$ cat src/design/sed_pkg.sv
package sed_pkg;

    localparam logic [7:0] BACKSLASH = 8'h5C;
    localparam logic [7:0] CHAR_X    = 8'h78;

    typedef enum logic [5:0] {
        PH_IDLE = 6'b000001,
        PH_ESC  = 6'b000010,
        PH_OCT1 = 6'b000100,
        PH_OCT2 = 6'b001000,
        PH_HEX0 = 6'b010000,
        PH_HEX1 = 6'b100000
    } sed_phase_t;

    typedef struct packed {
        logic [7:0] data;
        logic       last;
    } sed_item_t;

    typedef struct packed {
        logic [1:0] count;
        sed_item_t  first;
        sed_item_t  second;
    } sed_push_t;

    function automatic logic is_oct(input logic [7:0] b);
        is_oct = (b[7:3] == 5'b00110);
    endfunction

    // Bit 4 set means the byte is a hex digit; bits 3:0 hold its value.
    function automatic logic [4:0] hex_digit(input logic [7:0] b);
        logic [4:0] r;
        r = 5'd0;
        if (b >= 8'h30 && b <= 8'h39)
        begin
            r = {1'b1, b[3:0]};
        end
        else if ((b >= 8'h41 && b <= 8'h46) || (b >= 8'h61 && b <= 8'h66))
        begin
            r = {1'b1, 4'(b[3:0] + 4'd9)};
        end
        hex_digit = r;
    endfunction

    function automatic logic [7:0] named_val(input logic [7:0] b);
        logic [7:0] r;
        case (b)
            8'h61:   r = 8'd7;
            8'h62:   r = 8'd8;
            8'h66:   r = 8'd12;
            8'h6E:   r = 8'd10;
            8'h72:   r = 8'd13;
            8'h74:   r = 8'd9;
            8'h76:   r = 8'd11;
            default: r = b;
        endcase
        named_val = r;
    endfunction

endpackage

$ cat src/design/sed_decode.sv
module sed_decode
    import sed_pkg::*;
(
    input  logic       clk,
    input  logic       rst_n,
    input  logic       accept,
    input  logic [7:0] in_byte,
    input  logic       in_last,
    input  logic       escapes_enabled,
    output sed_push_t  push
);

    sed_phase_t phase_reg;
    sed_phase_t phase_next;
    logic [8:0] pending_reg;
    logic [8:0] pending_next;

    logic       pre_v;
    logic [7:0] pre_b;
    logic       main_v;
    logic [7:0] main_b;
    logic       main_l;
    logic       do_plain;
    logic       oct;
    logic [4:0] hx;

    always_comb
    begin
        oct          = is_oct(in_byte);
        hx           = hex_digit(in_byte);
        phase_next   = PH_IDLE;
        pending_next = 9'd0;
        pre_v        = 1'b0;
        pre_b        = 8'd0;
        main_v       = 1'b0;
        main_b       = 8'd0;
        main_l       = 1'b0;
        do_plain     = 1'b0;

        case (phase_reg)
            PH_ESC:
            begin
                if (oct)
                begin
                    if (in_last)
                    begin
                        main_v = 1'b1;
                        main_b = {5'd0, in_byte[2:0]};
                        main_l = 1'b1;
                    end
                    else
                    begin
                        phase_next   = PH_OCT1;
                        pending_next = {6'd0, in_byte[2:0]};
                    end
                end
                else if (in_byte == CHAR_X)
                begin
                    if (in_last)
                    begin
                        main_v = 1'b1;
                        main_b = CHAR_X;
                        main_l = 1'b1;
                    end
                    else
                    begin
                        phase_next = PH_HEX0;
                    end
                end
                else
                begin
                    main_v = 1'b1;
                    main_b = named_val(in_byte);
                    main_l = in_last;
                end
            end
            PH_OCT1:
            begin
                if (oct)
                begin
                    if (in_last)
                    begin
                        main_v = 1'b1;
                        main_b = {2'd0, pending_reg[2:0], in_byte[2:0]};
                        main_l = 1'b1;
                    end
                    else
                    begin
                        phase_next   = PH_OCT2;
                        pending_next = {3'd0, pending_reg[2:0], in_byte[2:0]};
                    end
                end
                else
                begin
                    pre_v    = 1'b1;
                    pre_b    = pending_reg[7:0];
                    do_plain = 1'b1;
                end
            end
            PH_OCT2:
            begin
                if (oct)
                begin
                    main_v = 1'b1;
                    main_b = {pending_reg[4:0], in_byte[2:0]};
                    main_l = in_last;
                end
                else
                begin
                    pre_v    = 1'b1;
                    pre_b    = pending_reg[7:0];
                    do_plain = 1'b1;
                end
            end
            PH_HEX0:
            begin
                if (hx[4])
                begin
                    if (in_last)
                    begin
                        main_v = 1'b1;
                        main_b = {4'd0, hx[3:0]};
                        main_l = 1'b1;
                    end
                    else
                    begin
                        phase_next   = PH_HEX1;
                        pending_next = {5'd0, hx[3:0]};
                    end
                end
                else
                begin
                    pre_v    = 1'b1;
                    pre_b    = CHAR_X;
                    do_plain = 1'b1;
                end
            end
            PH_HEX1:
            begin
                if (hx[4])
                begin
                    main_v = 1'b1;
                    main_b = {pending_reg[3:0], hx[3:0]};
                    main_l = in_last;
                end
                else
                begin
                    pre_v    = 1'b1;
                    pre_b    = pending_reg[7:0];
                    do_plain = 1'b1;
                end
            end
            default:
            begin
                do_plain = 1'b1;
            end
        endcase

        if (do_plain)
        begin
            if (escapes_enabled && in_byte == BACKSLASH)
            begin
                if (in_last)
                begin
                    main_v = 1'b1;
                    main_b = 8'd0;
                    main_l = 1'b1;
                end
                else
                begin
                    phase_next = PH_ESC;
                end
            end
            else
            begin
                main_v = 1'b1;
                main_b = in_byte;
                main_l = in_last;
            end
        end

        push = '0;
        if (accept)
        begin
            if (pre_v)
            begin
                push.first  = '{data: pre_b, last: 1'b0};
                push.second = '{data: main_b, last: main_l};
                push.count  = {1'b0, main_v} + 2'd1;
            end
            else
            begin
                push.first = '{data: main_b, last: main_l};
                push.count = {1'b0, main_v};
            end
        end
    end

    always_ff @(posedge clk or negedge rst_n)
    begin
        if (!rst_n)
        begin
            phase_reg   <= PH_IDLE;
            pending_reg <= 9'd0;
        end
        else if (accept)
        begin
            phase_reg   <= phase_next;
            pending_reg <= pending_next;
        end
    end

endmodule

$ cat src/design/sed_outq.sv
module sed_outq
    import sed_pkg::*;
#(
    parameter int DEPTH = 4
)
(
    input  logic                       clk,
    input  logic                       rst_n,
    input  sed_push_t                  push,
    input  logic                       pop,
    output logic                       room_for_two,
    output logic                       not_empty,
    output sed_item_t                  head,
    output logic [$clog2(DEPTH+1)-1:0] level
);

    localparam int AW = (DEPTH > 1) ? $clog2(DEPTH) : 1;
    localparam int LW = $clog2(DEPTH + 1);

    sed_item_t       mem [DEPTH];
    logic [AW-1:0]   wr_reg;
    logic [AW-1:0]   wr_next;
    logic [AW-1:0]   wr_plus1;
    logic [AW-1:0]   rd_reg;
    logic [AW-1:0]   rd_next;
    logic [LW-1:0]   level_reg;
    logic [LW-1:0]   level_next;

    function automatic logic [AW-1:0] wrap_inc(input logic [AW-1:0] p);
        wrap_inc = (p == AW'(DEPTH - 1)) ? '0 : p + AW'(1);
    endfunction

    always_comb
    begin
        wr_plus1 = wrap_inc(wr_reg);
        case (push.count)
            2'd1:    wr_next = wr_plus1;
            2'd2:    wr_next = wrap_inc(wr_plus1);
            default: wr_next = wr_reg;
        endcase
        rd_next    = pop ? wrap_inc(rd_reg) : rd_reg;
        level_next = level_reg + LW'(push.count) - LW'(pop);
    end

    always_ff @(posedge clk)
    begin
        if (push.count != 2'd0)
        begin
            mem[wr_reg] <= push.first;
        end
        if (push.count == 2'd2)
        begin
            mem[wr_plus1] <= push.second;
        end
    end

    always_ff @(posedge clk or negedge rst_n)
    begin
        if (!rst_n)
        begin
            wr_reg    <= '0;
            rd_reg    <= '0;
            level_reg <= '0;
        end
        else
        begin
            wr_reg    <= wr_next;
            rd_reg    <= rd_next;
            level_reg <= level_next;
        end
    end

    assign room_for_two = (level_reg <= LW'(DEPTH - 2));
    assign not_empty    = (level_reg != '0);
    assign head         = mem[rd_reg];
    assign level        = level_reg;

endmodule

$ cat src/design/string_escape_decoder.sv
// Channel   Direction  Handshake            Payload
// in        input      in_valid / in_stall  in_byte[7:0], in_last
// out       output     out_valid/out_stall  out_byte[7:0], out_last
// cfg       input      cfg_valid/cfg_ready  cfg_data (escapes_enabled)
//
// One input byte is decoded per cycle while in_stall is low, yielding zero, one or two
// result bytes that enter an output queue of OUT_DEPTH entries in the same cycle.
// While out_stall is low the queue delivers one byte per cycle, the sustained rate.
// The input channel stalls while fewer than two queue entries are free.
// Reset empties the queue, clears any open escape and sets escapes_enabled to one.
module string_escape_decoder
    import sed_pkg::*;
#(
    parameter int OUT_DEPTH = 4
)
(
    input  logic       clk,
    input  logic       rst_n,
    input  logic       in_valid,
    output logic       in_stall,
    input  logic [7:0] in_byte,
    input  logic       in_last,
    output logic       out_valid,
    input  logic       out_stall,
    output logic [7:0] out_byte,
    output logic       out_last,
    input  logic       cfg_valid,
    output logic       cfg_ready,
    input  logic       cfg_data
);

    localparam int LW = $clog2(OUT_DEPTH + 1);

    logic            enabled_reg;
    logic            in_xfer;
    logic            out_xfer;
    logic            room_for_two;
    sed_push_t       push;
    sed_item_t       head;
    logic [LW-1:0]   level;

    assign cfg_ready = 1'b1;
    assign in_stall  = !room_for_two;
    assign in_xfer   = in_valid && room_for_two;
    assign out_xfer  = out_valid && !out_stall;

    always_ff @(posedge clk or negedge rst_n)
    begin
        if (!rst_n)
        begin
            enabled_reg <= 1'b1;
        end
        else if (cfg_valid && cfg_ready)
        begin
            enabled_reg <= cfg_data;
        end
    end

    sed_decode u_decode (
        .clk             (clk),
        .rst_n           (rst_n),
        .accept          (in_xfer),
        .in_byte         (in_byte),
        .in_last         (in_last),
        .escapes_enabled (enabled_reg),
        .push            (push)
    );

    sed_outq #(
        .DEPTH (OUT_DEPTH)
    ) u_outq (
        .clk          (clk),
        .rst_n        (rst_n),
        .push         (push),
        .pop          (out_xfer),
        .room_for_two (room_for_two),
        .not_empty    (out_valid),
        .head         (head),
        .level        (level)
    );

    assign out_byte = head.data;
    assign out_last = head.last;

    assert property (@(posedge clk) disable iff (!rst_n)
        level <= LW'(OUT_DEPTH))
        else $error("output queue overflow");

    assert property (@(posedge clk) disable iff (!rst_n)
        $fell(out_valid) |-> $past(!out_stall))
        else $error("result dropped without a transfer");

    assert property (@(posedge clk) disable iff (!rst_n)
        (!in_xfer && out_xfer) |=> (level == $past(level) - LW'(1)))
        else $error("queue level wrong after a lone output transfer");

    assert property (@(posedge clk) disable iff (!rst_n)
        (!in_xfer && !out_xfer) |=> $stable(level))
        else $error("queue level changed without a transfer");

endmodule

$ cat config.mk
export PLATFORM = sky130hd
export DESIGN_NAME = string_escape_decoder
export DESIGN_NICKNAME = d
export VERILOG_FILES = /design/src/design/sed_pkg.sv /design/src/design/sed_decode.sv /design/src/design/sed_outq.sv /design/src/design/string_escape_decoder.sv
export SDC_FILE = /design/constraint.sdc
export NUM_CORES = 1
export LEC_CHECK = 0
export BUFFER_PORTS_ARGS = -buffer_cell sky130_fd_sc_hd__buf_2
export CORE_UTILIZATION = 68
export CTS_BUF_LIST = sky130_fd_sc_hd__clkbuf_4 sky130_fd_sc_hd__clkbuf_8
export DETAILED_ROUTE_END_ITERATION = 7
export PLACE_DENSITY = 0.95
export SETUP_SLACK_MARGIN = 0.5
export SYNTH_ARGS = -nofsm -noshare
export SYNTH_HDL_FRONTEND = slang
export SYNTH_HIERARCHICAL = 1
export SYNTH_SLANG_ARGS = --single-unit
$ cat constraint.sdc
create_clock -name clk -period 9.3 [get_ports clk]
set_input_delay 0.93 -clock clk [delete_from_list [all_inputs] [get_ports clk]]
set_output_delay 0.93 -clock clk [all_outputs]
set_load 0.02 [all_outputs]
==> summary.txt <==
GP Congestion -> 0.9839
Cells after synthesis -> 387
Die footprint -> 0.006426 sq mm
Post-synth EDFFs -> 36
Commonest non-fill, non-tap cell in the layout -> mux2_2
Switching Share -> 0.3568
Commonest non-fill, non-tap cells in the layout -> mux2_2, edfxtp_1, inv_1, nor2_1, buf_2
Psw -> 286.1 uW
Hold WC Path Type -> reg2reg
Leak -> 0.001669 uW
# H-tree levels -> 2
Die Wd -> 80.16 microns
Synthesized area -> 0.004154 sq mm
Slew Limit Headroom -> 0.1442
Fillers -> 425
Endpoint, Worst Hold -> u_decode/pending_reg[5]
Worst setup path startpoint -> in_byte[0]
Cts repair resizes -> 0
Vias per cell -> 6.668
FF-to-FF setup slack -> 5.25 ns
Vias -> 3174
Crit end category -> register
Crit start category -> primary input
Fmax -> 0.2145 GHz
Worst path buffer plus inverter count -> 3
Fraction of layout cells with a size suffix above 1 -> 0.2793
Clk_lat worst skew -> 0.31 ns
WHS Path Cells -> 2
IO Port Bufs -> 25
Nets -> 433
First-pass GRT wire length -> 14.86 mm
Clock root cell -> clkbuf_8
Clk network pwr share -> 0.176
Req. time, crit path -> 9.23 ns
Total power -> 801.9 uW
WL per Instance -> 19.35 microns
Inserted Clock Buffers -> 5
R2r endpoint -> u_outq/mem[1][4]
Max reg flops -> 36
CP max FO -> 9
CTS max path bufs -> 2
Crit-path leading delay family -> compound AO/OA/AOI/OAI gates
Status -> completed
GRT Total Usage -> 0.3082
Top_reg_cell synth -> edfxtp_1
WP data arrival -> 4.59 ns
Routed Antenna Nets -> 0
Post-CTS setup buffer count -> 0
RSZ-0062 raised after global routing -> no
Area delta synth->final -> 3.374%
Worst setup path class -> in2reg
Synthesized area per cell -> 10.73 sq um
Final hold violation count -> 0
Critical Path Slowest Stage Cell -> o21ai_0
CP dominant cell by count -> ha_1
Comb power frac -> 0.387
Total grt overflow -> 0
Reg-to-Reg Start -> u_decode/phase_reg[1]
Mapped Nets -> 420
# rows -> 28
Total Wirelength -> 9.210 mm
Post-synth ARST share -> 0.3571
Crit path cell chain -> buf_2, inv_1, ha_1, or3b_2, o32ai_2, nor4_1, a2111oi_0, o21ai_1, ha_1, and2_1, inv_1, ha_1, o21ai_0
CTS clk-pin slew, worst paths -> 0.10 ns
Sequential share of power -> 0.438
CTS tree -> built
Initial antenna violation count -> 0
Antenna Diode Count -> 0
Sequential fraction of the synthesis area -> 0.3813
Largest net degree at the start of global routing -> 25
Clk sinks -> 56
Die Y -> 80.16 microns
Pins Over Slew Limit -> 0
Cts hold-fix bufs -> 0
Worst path max stage delay -> 0.99 ns
Yosys reg bits -> 56
Hold Path Origin -> u_decode/pending_reg[5]
Core Region -> 0.005921 sq mm
Detailed placement HPWL -> 6.970 mm
Worst R2R Path Depth -> 11
Worst Skew -> 0.008073 ns
Vias in the first global route -> 3007
Slew of the pin with the lowest slew margin -> 1.270 ns
DR iter-0 viols -> 290
Starting Density -> 0.7016
PwrDens -> 186.7 mW/mm^2
IO Pins -> 27
Initial DRT Pass Iterations -> 6
IR drop worst, VDD -> 0.0001320 V
Setup TNS Final -> 0 ns
Max-cap viol count -> 0
Setup Viol. Count Final -> 0
Ys Warns -> 6
Internal -> 515.8 uW
Fin crit period -> 4.662 ns
Yosys cell types -> 76
Drt drc -> 0
Crit share post-route -> 0.5013
-- cell type report --
type,count,area [sq um],area share
multi-input combinational,280,2275,0.5297
inverter,32,120.1,0.02797
clock inverter,2,13.76,0.003205
sequential,56,1584,0.3689
tap,75,93.84,0.02185
timing repair buffer,25,125.1,0.02914
clock buffer,6,82.58,0.01923
-- worst max-delay path by stage --
stage	to	slack, ns	cells after the start
CTS	u_outq/mem[1][5]	4.51	13
finish	u_outq/mem[3][3]	4.64	13
global placement	u_outq/mem[1][1]	4.57	13
floorplan	u_outq/mem[1][0]	5.18	12
detailed placement	u_outq/mem[1][3]	4.18	13
global route	u_outq/mem[0][3]	4.34	13
-- worst reg2reg max path: cells and delay by family (launching register included) --
| family | cells | cell delay [ns] |
|---|---|---|
| simple gates | 4 | 1.32 |
| compound gates | 4 | 1.16 |
| fa+ha+maj | 2 | 0.58 |
| flops | 1 | 0.50 |
| buf+inv | 1 | 0.08 |
-- cell usage after synthesis (all sizes together) (4+ instances only) --
master  instances  area share
a21oi          22       0.027
and2            9       0.014
o22ai          10       0.015
mux2           41        0.11
edfxtp         36        0.26
nor3            5      0.0060
nand3           8      0.0096
inv            32       0.029
nor2           29       0.026
buf            13       0.025
dfrtp          18        0.11
nand2          26       0.026
clkbuf          5       0.014
or3             4      0.0096
nor4            5       0.015
o211ai          7       0.014
nor2b           7       0.011
mux4            9       0.050
o21ai          18       0.023
ha             17       0.051
nand4           4      0.0060
xnor2           4      0.0084
-- power by group through the flow --
| stage | Clock, uW | Combinational [uW] | Sequential (uW) |
|---|---|---|---|
| finish | 141 | 310 | 351 |
| global route | 153 | 341 | 357 |
| CTS | 142 | 309 | 351 |
| detailed placement | 0 | 306 | 357 |
| global placement | 0 | 291 | 354 |
| floorplan | 0 | 261 | 333 |
-- cell families (layout without fill, tap and decap cells) --
kind of cell,count (synthesis),after routing,share of synthesized area
multiplexers,50,50,0.1617
AND/OR/NAND/NOR,118,118,0.1735
other,1,1,0.0009027
AO/OA/AOI/OAI,87,87,0.1428
flip-flops,56,56,0.3813
XOR/XNOR,6,6,0.01265
buffers and inverters,51,65,0.07108
adder cells (fa/ha/maj),18,18,0.05602
-- layer usage --
layer / track usage / part of all wire
met1: 0.3905 / 0.40
met2: 0.5385 / 0.50
met3: 0.04659 / 0.068
met4: 0.09821 / 0.023
met5: 0 / 0
-- stage by stage --
| step | hold slack (ns) | setup WS, ns | utilization | std cells | cell area [sq um] |
|---|---|---|---|---|---|
| finish | 0.5616 | 4.638 | 0.7253 | 476 | 4294 |
| floorplan | 0.5056 | 5.177 | - | 387 | 4154 |
| global placement | 0.5432 | 4.566 | 0.7090 | 468 | 4198 |
| CTS | 0.5620 | 4.511 | 0.7253 | 476 | 4294 |
| detailed placement | 0.5457 | 4.177 | 0.7090 | 468 | 4198 |
| global route | 0.5800 | 4.341 | 0.7253 | 476 | 4294 |
No activity file was read; power rests on OpenSTA's default activity.
